--- src/sv/modular_exponentiation_assert.svh ---
// Assertion macros shared by the modular exponentiation RTL.
`ifndef MODULAR_EXPONENTIATION_ASSERT_SVH
`define MODULAR_EXPONENTIATION_ASSERT_SVH

// Same-cycle implication, clocked on clk, off during rst.
`define MEXP_ASSERT_IMP(name, ante, cons) \
  name: assert property (@(posedge clk) disable iff (rst) (ante) |-> (cons)) \
    else $error("same-cycle check failed");

// Next-cycle implication, clocked on clk, off during rst.
`define MEXP_ASSERT_NXT(name, ante, cons) \
  name: assert property (@(posedge clk) disable iff (rst) (ante) |=> (cons)) \
    else $error("next-cycle check failed");

`endif

--- src/sv/mexp_pkg.sv ---
// Shared types for the modular exponentiation controller and datapath.
`default_nettype none

package mexp_pkg;

  typedef enum logic [1:0] {
    RES_ZERO = 2'd0,
    RES_ONE  = 2'd1,
    RES_ACC  = 2'd2
  } res_sel_t;

  // Controller to datapath commands
  typedef struct packed {
    logic     init;     // load base for reduction, r = 1, latch exponent
    logic     dbl;      // acc = 2*acc mod m
    logic     add;      // acc += x mod m when top multiplier bit set; shift y
    logic     keep_b;   // reduced base = acc
    logic     keep_r;   // r = acc
    logic     sq_go;    // start r*r
    logic     ml_go;    // start r*b
    logic     src_acc;  // operand for sq_go/ml_go comes from acc instead of r
    logic     shift_e;  // next exponent bit
    logic     emit;     // register a result item
    res_sel_t res_sel;
  } cmd_t;

  // Datapath to controller status
  typedef struct packed {
    logic base_zero;
    logic mod_small;
    logic exp_zero;
    logic ebit;
  } status_t;

endpackage

`default_nettype wire

--- src/sv/modular_exponentiation.sv ---
// Base 0, modulus < 2 or exponent 0 are answered straight from idle, without running the sequence;
// otherwise the base is reduced, then each exponent bit takes a squaring plus a multiply when the bit is set.
// Every modular product runs bit-serially through one shared add/compare/subtract unit:
// a doubling step and a conditional add step per multiplier bit, then a closing step to hand the product on.
// One item at a time: start is taken again in the cycle the result strobe shows.
// Synchronous reset idles the sequencer and sets exponent to 3 and modulus to 33.
`default_nettype none
`include "modular_exponentiation_assert.svh"

module modular_exponentiation
  import mexp_pkg::*;
#(
  parameter  int WIDTH  = 32,
  localparam int DATA_W = (WIDTH > 32) ? 64 : 32,
  localparam int ADDR_W = (WIDTH > 32) ? 4 : 3
) (
  input  wire logic              clk,
  input  wire logic              rst,
  input  wire logic              start,
  output logic                   busy,
  input  wire logic [WIDTH-1:0]  base,
  output logic                   done,
  output logic [WIDTH-1:0]       power_mod,
  input  wire logic              psel,
  input  wire logic              penable,
  input  wire logic              pwrite,
  input  wire logic [ADDR_W-1:0] paddr,
  input  wire logic [DATA_W-1:0] pwdata,
  output logic      [DATA_W-1:0] prdata,
  output logic                   pready
);

  logic [WIDTH-1:0] exponent;
  logic [WIDTH-1:0] modulus;
  logic             wr_en;
  logic             reg_sel;
  cmd_t             cmd;
  status_t          status;

  assign pready  = 1'b1;
  assign wr_en   = psel && penable && pwrite && pready;
  assign reg_sel = paddr[ADDR_W-1];
  assign prdata  = reg_sel ? DATA_W'(modulus) : DATA_W'(exponent);

  always_ff @(posedge clk) begin
    if (rst) begin
      exponent <= WIDTH'(3);
      modulus  <= WIDTH'(33);
    end else if (wr_en) begin
      if (reg_sel) begin
        modulus <= pwdata[WIDTH-1:0];
      end else begin
        exponent <= pwdata[WIDTH-1:0];
      end
    end
  end

  mexp_ctrl #(
    .WIDTH (WIDTH)
  ) u_ctrl (
    .clk    (clk),
    .rst    (rst),
    .start  (start),
    .status (status),
    .busy   (busy),
    .cmd    (cmd)
  );

  mexp_dp #(
    .WIDTH (WIDTH)
  ) u_dp (
    .clk       (clk),
    .rst       (rst),
    .cmd       (cmd),
    .base      (base),
    .exponent  (exponent),
    .modulus   (modulus),
    .status    (status),
    .done      (done),
    .power_mod (power_mod)
  );

  `MEXP_ASSERT_IMP(a_result_below_mod, done && (modulus >= WIDTH'(2)), power_mod < modulus)

endmodule

`default_nettype wire

--- src/sv/mexp_dp.sv ---
// Datapath: operand registers, shared modular add unit and result register.
`default_nettype none
`include "modular_exponentiation_assert.svh"

module mexp_dp
  import mexp_pkg::*;
#(
  parameter int WIDTH = 32
) (
  input  wire logic             clk,
  input  wire logic             rst,
  input  wire cmd_t             cmd,
  input  wire logic [WIDTH-1:0] base,
  input  wire logic [WIDTH-1:0] exponent,
  input  wire logic [WIDTH-1:0] modulus,
  output status_t               status,
  output logic                  done,
  output logic [WIDTH-1:0]      power_mod
);

  logic [WIDTH-1:0] acc;
  logic [WIDTH-1:0] xop;
  logic [WIDTH-1:0] yop;
  logic [WIDTH-1:0] r;
  logic [WIDTH-1:0] bred;
  logic [WIDTH-1:0] esh;

  logic [WIDTH-1:0] addend;
  logic [WIDTH:0]   sum;
  logic [WIDTH:0]   sum_red;
  logic [WIDTH-1:0] sum_mod;
  logic [WIDTH-1:0] opnd;

  // both addends are below m, so one conditional subtract reduces the sum
  assign addend  = cmd.dbl ? acc : xop;
  assign sum     = {1'b0, acc} + {1'b0, addend};
  assign sum_red = (sum >= {1'b0, modulus}) ? (sum - {1'b0, modulus}) : sum;
  assign sum_mod = sum_red[WIDTH-1:0];
  assign opnd    = cmd.src_acc ? acc : r;

  assign status.base_zero = (base == '0);
  assign status.mod_small = (modulus < WIDTH'(2));
  assign status.exp_zero  = (exponent == '0);
  assign status.ebit      = esh[WIDTH-1];

  always_ff @(posedge clk) begin
    if (cmd.init || cmd.sq_go || cmd.ml_go) begin
      acc <= '0;
    end else if (cmd.dbl || (cmd.add && yop[WIDTH-1])) begin
      acc <= sum_mod;
    end

    if (cmd.init) begin
      xop <= WIDTH'(1);
      yop <= base;
    end else if (cmd.sq_go) begin
      xop <= opnd;
      yop <= opnd;
    end else if (cmd.ml_go) begin
      xop <= opnd;
      yop <= bred;
    end else if (cmd.add) begin
      yop <= yop << 1;
    end

    if (cmd.init) begin
      r <= WIDTH'(1);
    end else if (cmd.keep_r) begin
      r <= acc;
    end

    if (cmd.keep_b) begin
      bred <= acc;
    end

    if (cmd.init) begin
      esh <= exponent;
    end else if (cmd.shift_e) begin
      esh <= esh << 1;
    end

    if (cmd.emit) begin
      case (cmd.res_sel)
        RES_ZERO: power_mod <= '0;
        RES_ONE:  power_mod <= WIDTH'(1);
        RES_ACC:  power_mod <= acc;
        default:  power_mod <= '0;
      endcase
    end
  end

  always_ff @(posedge clk) begin
    if (rst) begin
      done <= 1'b0;
    end else begin
      done <= cmd.emit;
    end
  end

  `MEXP_ASSERT_IMP(a_operands_reduced, cmd.dbl || cmd.add, (acc < modulus) && (xop < modulus))

endmodule

`default_nettype wire

--- src/sv/mexp_ctrl.sv ---
// Controller: sequences reduction, squarings and multiplications over the exponent bits.
`default_nettype none
`include "modular_exponentiation_assert.svh"

module mexp_ctrl
  import mexp_pkg::*;
#(
  parameter int WIDTH = 32
) (
  input  wire logic    clk,
  input  wire logic    rst,
  input  wire logic    start,
  input  wire status_t status,
  output logic         busy,
  output cmd_t         cmd
);

  localparam int CNT_W = $clog2(WIDTH);
  localparam logic [CNT_W-1:0] LAST = CNT_W'(WIDTH - 1);

  typedef enum logic [9:0] {
    ST_IDLE   = 10'b00_0000_0001,
    ST_RED_D  = 10'b00_0000_0010,
    ST_RED_A  = 10'b00_0000_0100,
    ST_B_SET  = 10'b00_0000_1000,
    ST_SQ_D   = 10'b00_0001_0000,
    ST_SQ_A   = 10'b00_0010_0000,
    ST_SQ_END = 10'b00_0100_0000,
    ST_ML_D   = 10'b00_1000_0000,
    ST_ML_A   = 10'b01_0000_0000,
    ST_ML_END = 10'b10_0000_0000
  } state_t;

  state_t           state;
  state_t           state_next;
  logic [CNT_W-1:0] cnt;
  logic [CNT_W-1:0] cnt_next;
  logic [CNT_W-1:0] ecnt;
  logic [CNT_W-1:0] ecnt_next;
  logic             special;

  assign special = status.mod_small || status.base_zero || status.exp_zero;
  assign busy    = (state != ST_IDLE);

  always_comb begin
    state_next = state;
    cnt_next   = cnt;
    ecnt_next  = ecnt;
    cmd        = '0;
    case (state)
      ST_IDLE: begin
        if (start) begin
          if (special) begin
            cmd.emit    = 1'b1;
            cmd.res_sel = (status.mod_small || status.base_zero) ? RES_ZERO : RES_ONE;
          end else begin
            cmd.init   = 1'b1;
            cnt_next   = '0;
            ecnt_next  = '0;
            state_next = ST_RED_D;
          end
        end
      end
      ST_RED_D: begin
        cmd.dbl    = 1'b1;
        state_next = ST_RED_A;
      end
      ST_RED_A: begin
        cmd.add = 1'b1;
        if (cnt == LAST) begin
          cnt_next   = '0;
          state_next = ST_B_SET;
        end else begin
          cnt_next   = cnt + 1'b1;
          state_next = ST_RED_D;
        end
      end
      ST_B_SET: begin
        cmd.keep_b = 1'b1;
        cmd.sq_go  = 1'b1;
        state_next = ST_SQ_D;
      end
      ST_SQ_D: begin
        cmd.dbl    = 1'b1;
        state_next = ST_SQ_A;
      end
      ST_SQ_A: begin
        cmd.add = 1'b1;
        if (cnt == LAST) begin
          cnt_next   = '0;
          state_next = ST_SQ_END;
        end else begin
          cnt_next   = cnt + 1'b1;
          state_next = ST_SQ_D;
        end
      end
      ST_SQ_END: begin
        cmd.keep_r  = 1'b1;
        cmd.src_acc = 1'b1;
        if (status.ebit) begin
          cmd.ml_go  = 1'b1;
          state_next = ST_ML_D;
        end else begin
          cmd.shift_e = 1'b1;
          if (ecnt == LAST) begin
            cmd.emit    = 1'b1;
            cmd.res_sel = RES_ACC;
            state_next  = ST_IDLE;
          end else begin
            ecnt_next  = ecnt + 1'b1;
            cmd.sq_go  = 1'b1;
            state_next = ST_SQ_D;
          end
        end
      end
      ST_ML_D: begin
        cmd.dbl    = 1'b1;
        state_next = ST_ML_A;
      end
      ST_ML_A: begin
        cmd.add = 1'b1;
        if (cnt == LAST) begin
          cnt_next   = '0;
          state_next = ST_ML_END;
        end else begin
          cnt_next   = cnt + 1'b1;
          state_next = ST_ML_D;
        end
      end
      ST_ML_END: begin
        cmd.keep_r  = 1'b1;
        cmd.src_acc = 1'b1;
        cmd.shift_e = 1'b1;
        if (ecnt == LAST) begin
          cmd.emit    = 1'b1;
          cmd.res_sel = RES_ACC;
          state_next  = ST_IDLE;
        end else begin
          ecnt_next  = ecnt + 1'b1;
          cmd.sq_go  = 1'b1;
          state_next = ST_SQ_D;
        end
      end
      default: begin
        state_next = ST_IDLE;
      end
    endcase
  end

  always_ff @(posedge clk) begin
    if (rst) begin
      state <= ST_IDLE;
      cnt   <= '0;
      ecnt  <= '0;
    end else begin
      state <= state_next;
      cnt   <= cnt_next;
      ecnt  <= ecnt_next;
    end
  end

  `MEXP_ASSERT_NXT(a_start_runs, start && !busy && !special, busy)
  `MEXP_ASSERT_NXT(a_emit_idles, cmd.emit, !busy)

endmodule

`default_nettype wire
--- config.mk ---
export PLATFORM = sky130hd
export DESIGN_NAME = modular_exponentiation
export DESIGN_NICKNAME = d
export VERILOG_FILES = /design/src/sv/mexp_pkg.sv /design/src/sv/modular_exponentiation.sv /design/src/sv/mexp_dp.sv /design/src/sv/mexp_ctrl.sv
export VERILOG_INCLUDE_DIRS = /design/src /design/src/sv
export SDC_FILE = /design/constraint.sdc
export NUM_CORES = 1
export LEC_CHECK = 0
export BUFFER_PORTS_ARGS = -buffer_cell sky130_fd_sc_hd__clkbuf_2
export CORE_ASPECT_RATIO = 1.75
export CORE_UTILIZATION = 65
export DETAILED_ROUTE_END_ITERATION = 12
export HOLD_SLACK_MARGIN = 0.05
export PLACE_DENSITY = 0.85
export SYNTH_ARGS = -nofsm -noshare
export SYNTH_HDL_FRONTEND = slang
export SYNTH_HIERARCHICAL = 1
export SYNTH_SLANG_ARGS = --single-unit
export TNS_END_PERCENT = 30
--- constraint.sdc ---
create_clock -name clk -period 12.4 [get_ports clk]
set_clock_uncertainty 0.1 [all_clocks]
set_input_delay 1.24 -clock clk [delete_from_list [all_inputs] [get_ports clk]]
set_output_delay 1.24 -clock clk [all_outputs]
set_load 0.005 [all_outputs]
== Word level (Yosys, flattened, before mapping) ==
Index checks and enable logic that the tools add are counted.
W data, S select, Z words.

* Register bits: 309
* Output and inout bits: 67

* Equality and inequality tests: 18
* Reduce and logical (&&, ||, !) cells: 23
* Multiplexer cells: 47
* Bitwise logic cells: 1
* $add $sub $neg: 4
* Order comparisons: 2

{| class="wikitable"
|+ Operators by type and width
! cell !! count
|-
| $mux W32 || 12
|-
| $pmux W10 S10 || 1
|-
| $logic_not A32 Y1 || 2
|-
| $pmux W32 S2 || 1
|-
| $add A32 B32 Y33 || 1
|-
| $ge A33 B32 Y1 || 1
|-
| $lt A32 B2 Y1 const B || 1
|-
| $sub A32 B32 Y32 || 1
|-
| $mux W10 || 3
|-
| $mux W5 || 6
|-
| $pmux W5 S3 || 1
|-
| $mux W1 || 12
|-
| $add A5 B1 Y5 const B || 2
|-
| $eq A10 B1 Y1 const B || 1
|-
| $eq A10 B10 Y1 const B || 1
|-
| $eq A10 B2 Y1 const B || 1
|-
| $eq A10 B3 Y1 const B || 1
|-
| $eq A10 B4 Y1 const B || 1
|-
| $eq A10 B5 Y1 const B || 1
|-
| $eq A10 B6 Y1 const B || 1
|-
| $eq A10 B7 Y1 const B || 1
|-
| $eq A10 B8 Y1 const B || 1
|-
| $eq A10 B9 Y1 const B || 1
|-
| $eq A5 B5 Y1 const B || 2
|-
| 23 further kinds || 39
|}

== Logic depth before layout (Yosys ltp) ==
* Depth in word-level cells: 8
* Gate-level depth with buffers: 31

== By module ==
Netlist, hierarchy kept.

{| class="wikitable"
|+ Modules (own cells, without submodules)
! module !! instances !! area each (µm²) !! seq. area each (µm²) !! cells an instance
|-
| mexp_dp || 1 || 13482.9 || 5785.5 || 1370
|-
| modular_exponentiation || 1 || 3057.9 || 1281.2 || 284
|-
| mexp_ctrl || 1 || 1191.1 || 400.4 || 137
|}

== Worst setup path before layout ==
OpenSTA, ideal clock, no wires.

* Path type: register -> register
* Start point: reg u_ctrl.state[9]
* End point: reg u_dp.acc[20]
* Slack: 5.895 ns
* Setup time: 0.132 ns
* Cell stages (with the launch flop): 32
* Data required time: 12.168 ns
* Arrival time: 6.273 ns
* Period minus slack after synthesis: 6.505 ns
* Path buffers: 7
* Cells stage by stage: dfxtp_1 -> clkbuf_1 -> or4_4 -> buf_6 -> nor2_1 -> a21boi_0 -> inv_1 -> clkbuf_1 -> clkbuf_1 -> mux2_2 -> fa_1 -> a211oi_2 -> o21ai_4 -> a311o_1 -> a21o_1 -> nor2_1 -> o31ai_1 -> a21oi_1 -> xnor2_1 -> ha_1 -> buf_2 -> a21oi_1 -> o21ai_1 -> a2111oi_4 -> a211oi_1 -> a21oi_1 -> o21ai_2 -> or2_4 -> buf_12 -> buf_12 -> mux2i_1 -> a21oi_1

{| class="wikitable"
|+ RTL lines
! what !! line !! source
|-
| from (decl) || mexp_ctrl.sv:34 || <nowiki>state_t state;</nowiki>
|-
| from (signal assigned) || mexp_ctrl.sv:156 || <nowiki>state <= state_next;</nowiki>
|-
| to (signal assigned) || mexp_dp.sv:50 || <nowiki>acc <= sum_mod;</nowiki>
|-
| to (decl) || mexp_dp.sv:21 || <nowiki>logic [WIDTH-1:0] acc;</nowiki>
|}

==> run metrics <==
status finished, final reports clean; Synth cell types 92; WL final 46130 um; Ports 140; LEAKAGE 8.045 nW; syn nets 1936; CP Capture Type register; flop2flop setup slack 4.60 ns; wire length on met2 23720 um; CP Max Fanout 34; Tcrit/Tclk final 0.6293; number of antenna violations at the first check in global routing 1; #FFs+latches synth 309; Worst Hold End u_dp/xop[27]; DP Area 18480 um^2; sum of negative setup slack 0 ns; Slew headroom 0.2054; Worst R2R End u_dp/acc[30]; Net Sw Frac 0.3226; max-slew violations 0; Core Area 26690 um^2; Slowest-stage cell, CP nor4_1; Power Dens Cells 146.8 nW/um^2; Clock Path Buffers 3; Mapped Avg Cell Area 9.901 um^2; post-CTS sizing 0; vias in the first global route 14190; Slew @ Worst Pin 1.192 ns; Die W 126.9 um; mapped cell area 17730 um^2; antenna viol nets, final 0; slowest stage delay, CP 0.66 ns; 1st-pass router iterations 5; Wirelength per Cell 20.77 um; hold_buf cts 0; antenna diode count 0; Clk pwr share 0.315; Reg power frac 0.407; clock root cell clkbuf_16; ys async rst share 0; CP most frequent cell o21ai_0; Seq/Total Area, Yosys 0.4211; starting density of the core 0.6644; met3 WL 1777 um; Mapped Cells 1791; grt ovf 0; CTS clock-pin slew for the worst setup and hold paths 0.07 ns; DP HPWL 33520 um; vias per inst 6.267; CTS tree built; Final Non-Filler Cells 2221; Sinks on Clock Net 309; crit start category register; Final setup viols 0; Ys Warns 6; Worst R2R Path Depth 26; DR vias 13920; largest net degree at the start of global routing 94; maxcap violations 0; Hold Fails Final Rpt 0; CP Class register to register; most common cell after layout, fill and taps aside dfxtp_1; total global-route track usage 0.3289; Die H 220.5 um; Tmin final 7.804 ns; Max Fclk 128.1 MHz; Hold Path Origin u_dp/xop[27]; share of cells above drive strength 1 0.1898; first-pass GRT wire length 72310 um; sw power 0.9198 mW; final instance area 19420 um^2; Post-synth top flop dfxtp_1; IO buf count 136; Post-synth EDFFs 128; post-placement cell count 2169; Met1 Wirelength 17980 um; clk_lat worst skew 0.56 ns; Gate power share 0.278; Setup Buffers After CTS 0; H-tree depth 1; # DRC 0; Worst Path Required 12.75 ns; num rows 79; R2R Path Start u_ctrl/state[8]; hold depth 2; Int Power 1.932 mW; hold crit path type register to register; TritonCTS Buffers 28; Min Hold Slack 0.3455 ns; Peak VDD IR 0.1764 mV; placer congestion estimate 0.9513; commonest non-fill, non-tap cells in the layout dfxtp_1, nand2_1, mux2i_1; area delta synth->final 9.533%; DR top layer met5; RSZ-0062 raised after global routing no; die area 27970 um^2; crit path DAT 8.15 ns; drt initial violations 892; Nets 2020
## state kept, by name, summed over array words and instances, names as in the netlist, 10 cells and up
register	cells
modulus	32
u_dp/power_mod	32
u_dp/r	32
u_dp/bred	32
u_dp/xop	32
u_ctrl/state	10
u_dp/esh	32
exponent	32
u_dp/acc	32
u_dp/yop	32
## per-stage QoR
| stage | utilization | setup WS [ns] | total power [mW] |
|---|---|---|---|
| after floorplan | - | 5.895 | 1.786 |
| after global placement | 0.6923 | 4.685 | 1.944 |
| after detailed placement | 0.6923 | 4.657 | 1.957 |
| after CTS | 0.7278 | 4.635 | 2.849 |
| after global routing | 0.7278 | 4.211 | 2.966 |
| final | 0.7278 | 4.596 | 2.851 |
## final cells by class
class	count	area, um^2
tap	324	405.4
clock inverter	14	145.1
sequential	309	7467
multi-input combinational	1330	9608
timing repair buffer	150	785.8
inverter	56	210.2
fill	1938	7266
clock buffer	38	800.8
## kinds of logic after synthesis
logic type	after synthesis	synth area share
and+or+nand+nor	566	0.1673
AOI/OAI and AO/OA	366	0.1329
DFF	309	0.4211
muxes	268	0.1603
buffers and inverters	152	0.03831
adders and majority gates	72	0.05165
xor gates and xnor gates	57	0.02815
other	1	0.0002115
## worst max path at each step
stage | start | end | slack (ns)
after floorplan | u_ctrl/state[9] | u_dp/acc[20] | 5.89
after global placement | u_ctrl/state[7] | u_dp/acc[31] | 4.69
after detailed placement | u_ctrl/state[7] | u_dp/acc[30] | 4.66
after CTS | u_ctrl/state[7] | u_dp/acc[30] | 4.64
after global routing | u_ctrl/state[7] | u_dp/acc[31] | 4.21
final | u_ctrl/state[8] | u_dp/acc[30] | 4.60
## metal layers
layer  vias up  GRT usage
met2       445     0.6088
met5         -          0
met1      6678     0.3656
li1       6657          -
met4         2     0.1964
met3       137    0.02829
## critical path: cells and delay by family (launching register included)
| kind | cells | cell delay [ns] |
|---|---|---|
| buffers and inverters | 2 | 0.46 |
| and+or+nand+nor | 7 | 2.52 |
| AOI/OAI and AO/OA | 12 | 2.57 |
| muxes | 1 | 0.40 |
| xor gates and xnor gates | 1 | 0.15 |
| DFF | 1 | 0.40 |
| adders and majority gates | 3 | 1.09 |
## power by group through the flow
| stage | clock (mW) | combinational, mW | sequential (mW) |
|---|---|---|---|
| 2_1_floorplan | 0 | 0.623 | 1.16 |
| 4_1_cts | 0.908 | 0.781 | 1.16 |
| 3_5_place_dp | 0 | 0.775 | 1.18 |
| 5_1_grt | 0.944 | 0.858 | 1.16 |
| 3_3_place_gp | 0 | 0.765 | 1.18 |
| 6_report | 0.898 | 0.792 | 1.16 |
## synthesized netlist by cell type (all sizes together) (5+ instances only)
master  count  share of area
nand4b      9         0.0048
o21bai      8         0.0034
and2       34          0.012
or3         8         0.0028
dfxtp     181           0.20
inv        56          0.012
or2         7         0.0026
o31ai      10         0.0042
nand3      16         0.0045
o21ai     108          0.032
nor3       17         0.0051
nor2      114          0.025
clkbuf     60          0.013
mux2i     140          0.079
o211ai      5         0.0021
nor2b       9         0.0032
xnor2      36          0.018
xor2       21          0.010
and4        5         0.0025
ha         70          0.049
nand4      20         0.0074
nor4       32          0.012
buf        36          0.014
nand2b    129          0.046
a21oi     117          0.033
nand2     146          0.031
edfxtp    128           0.22
o21a        7         0.0030
mux2      128          0.081
a211oi     10         0.0045
and3        7         0.0025
a21o       31          0.013
a22oi      18         0.0076
a31oi       9         0.0040
No activity file was read; power rests on OpenSTA's default activity.
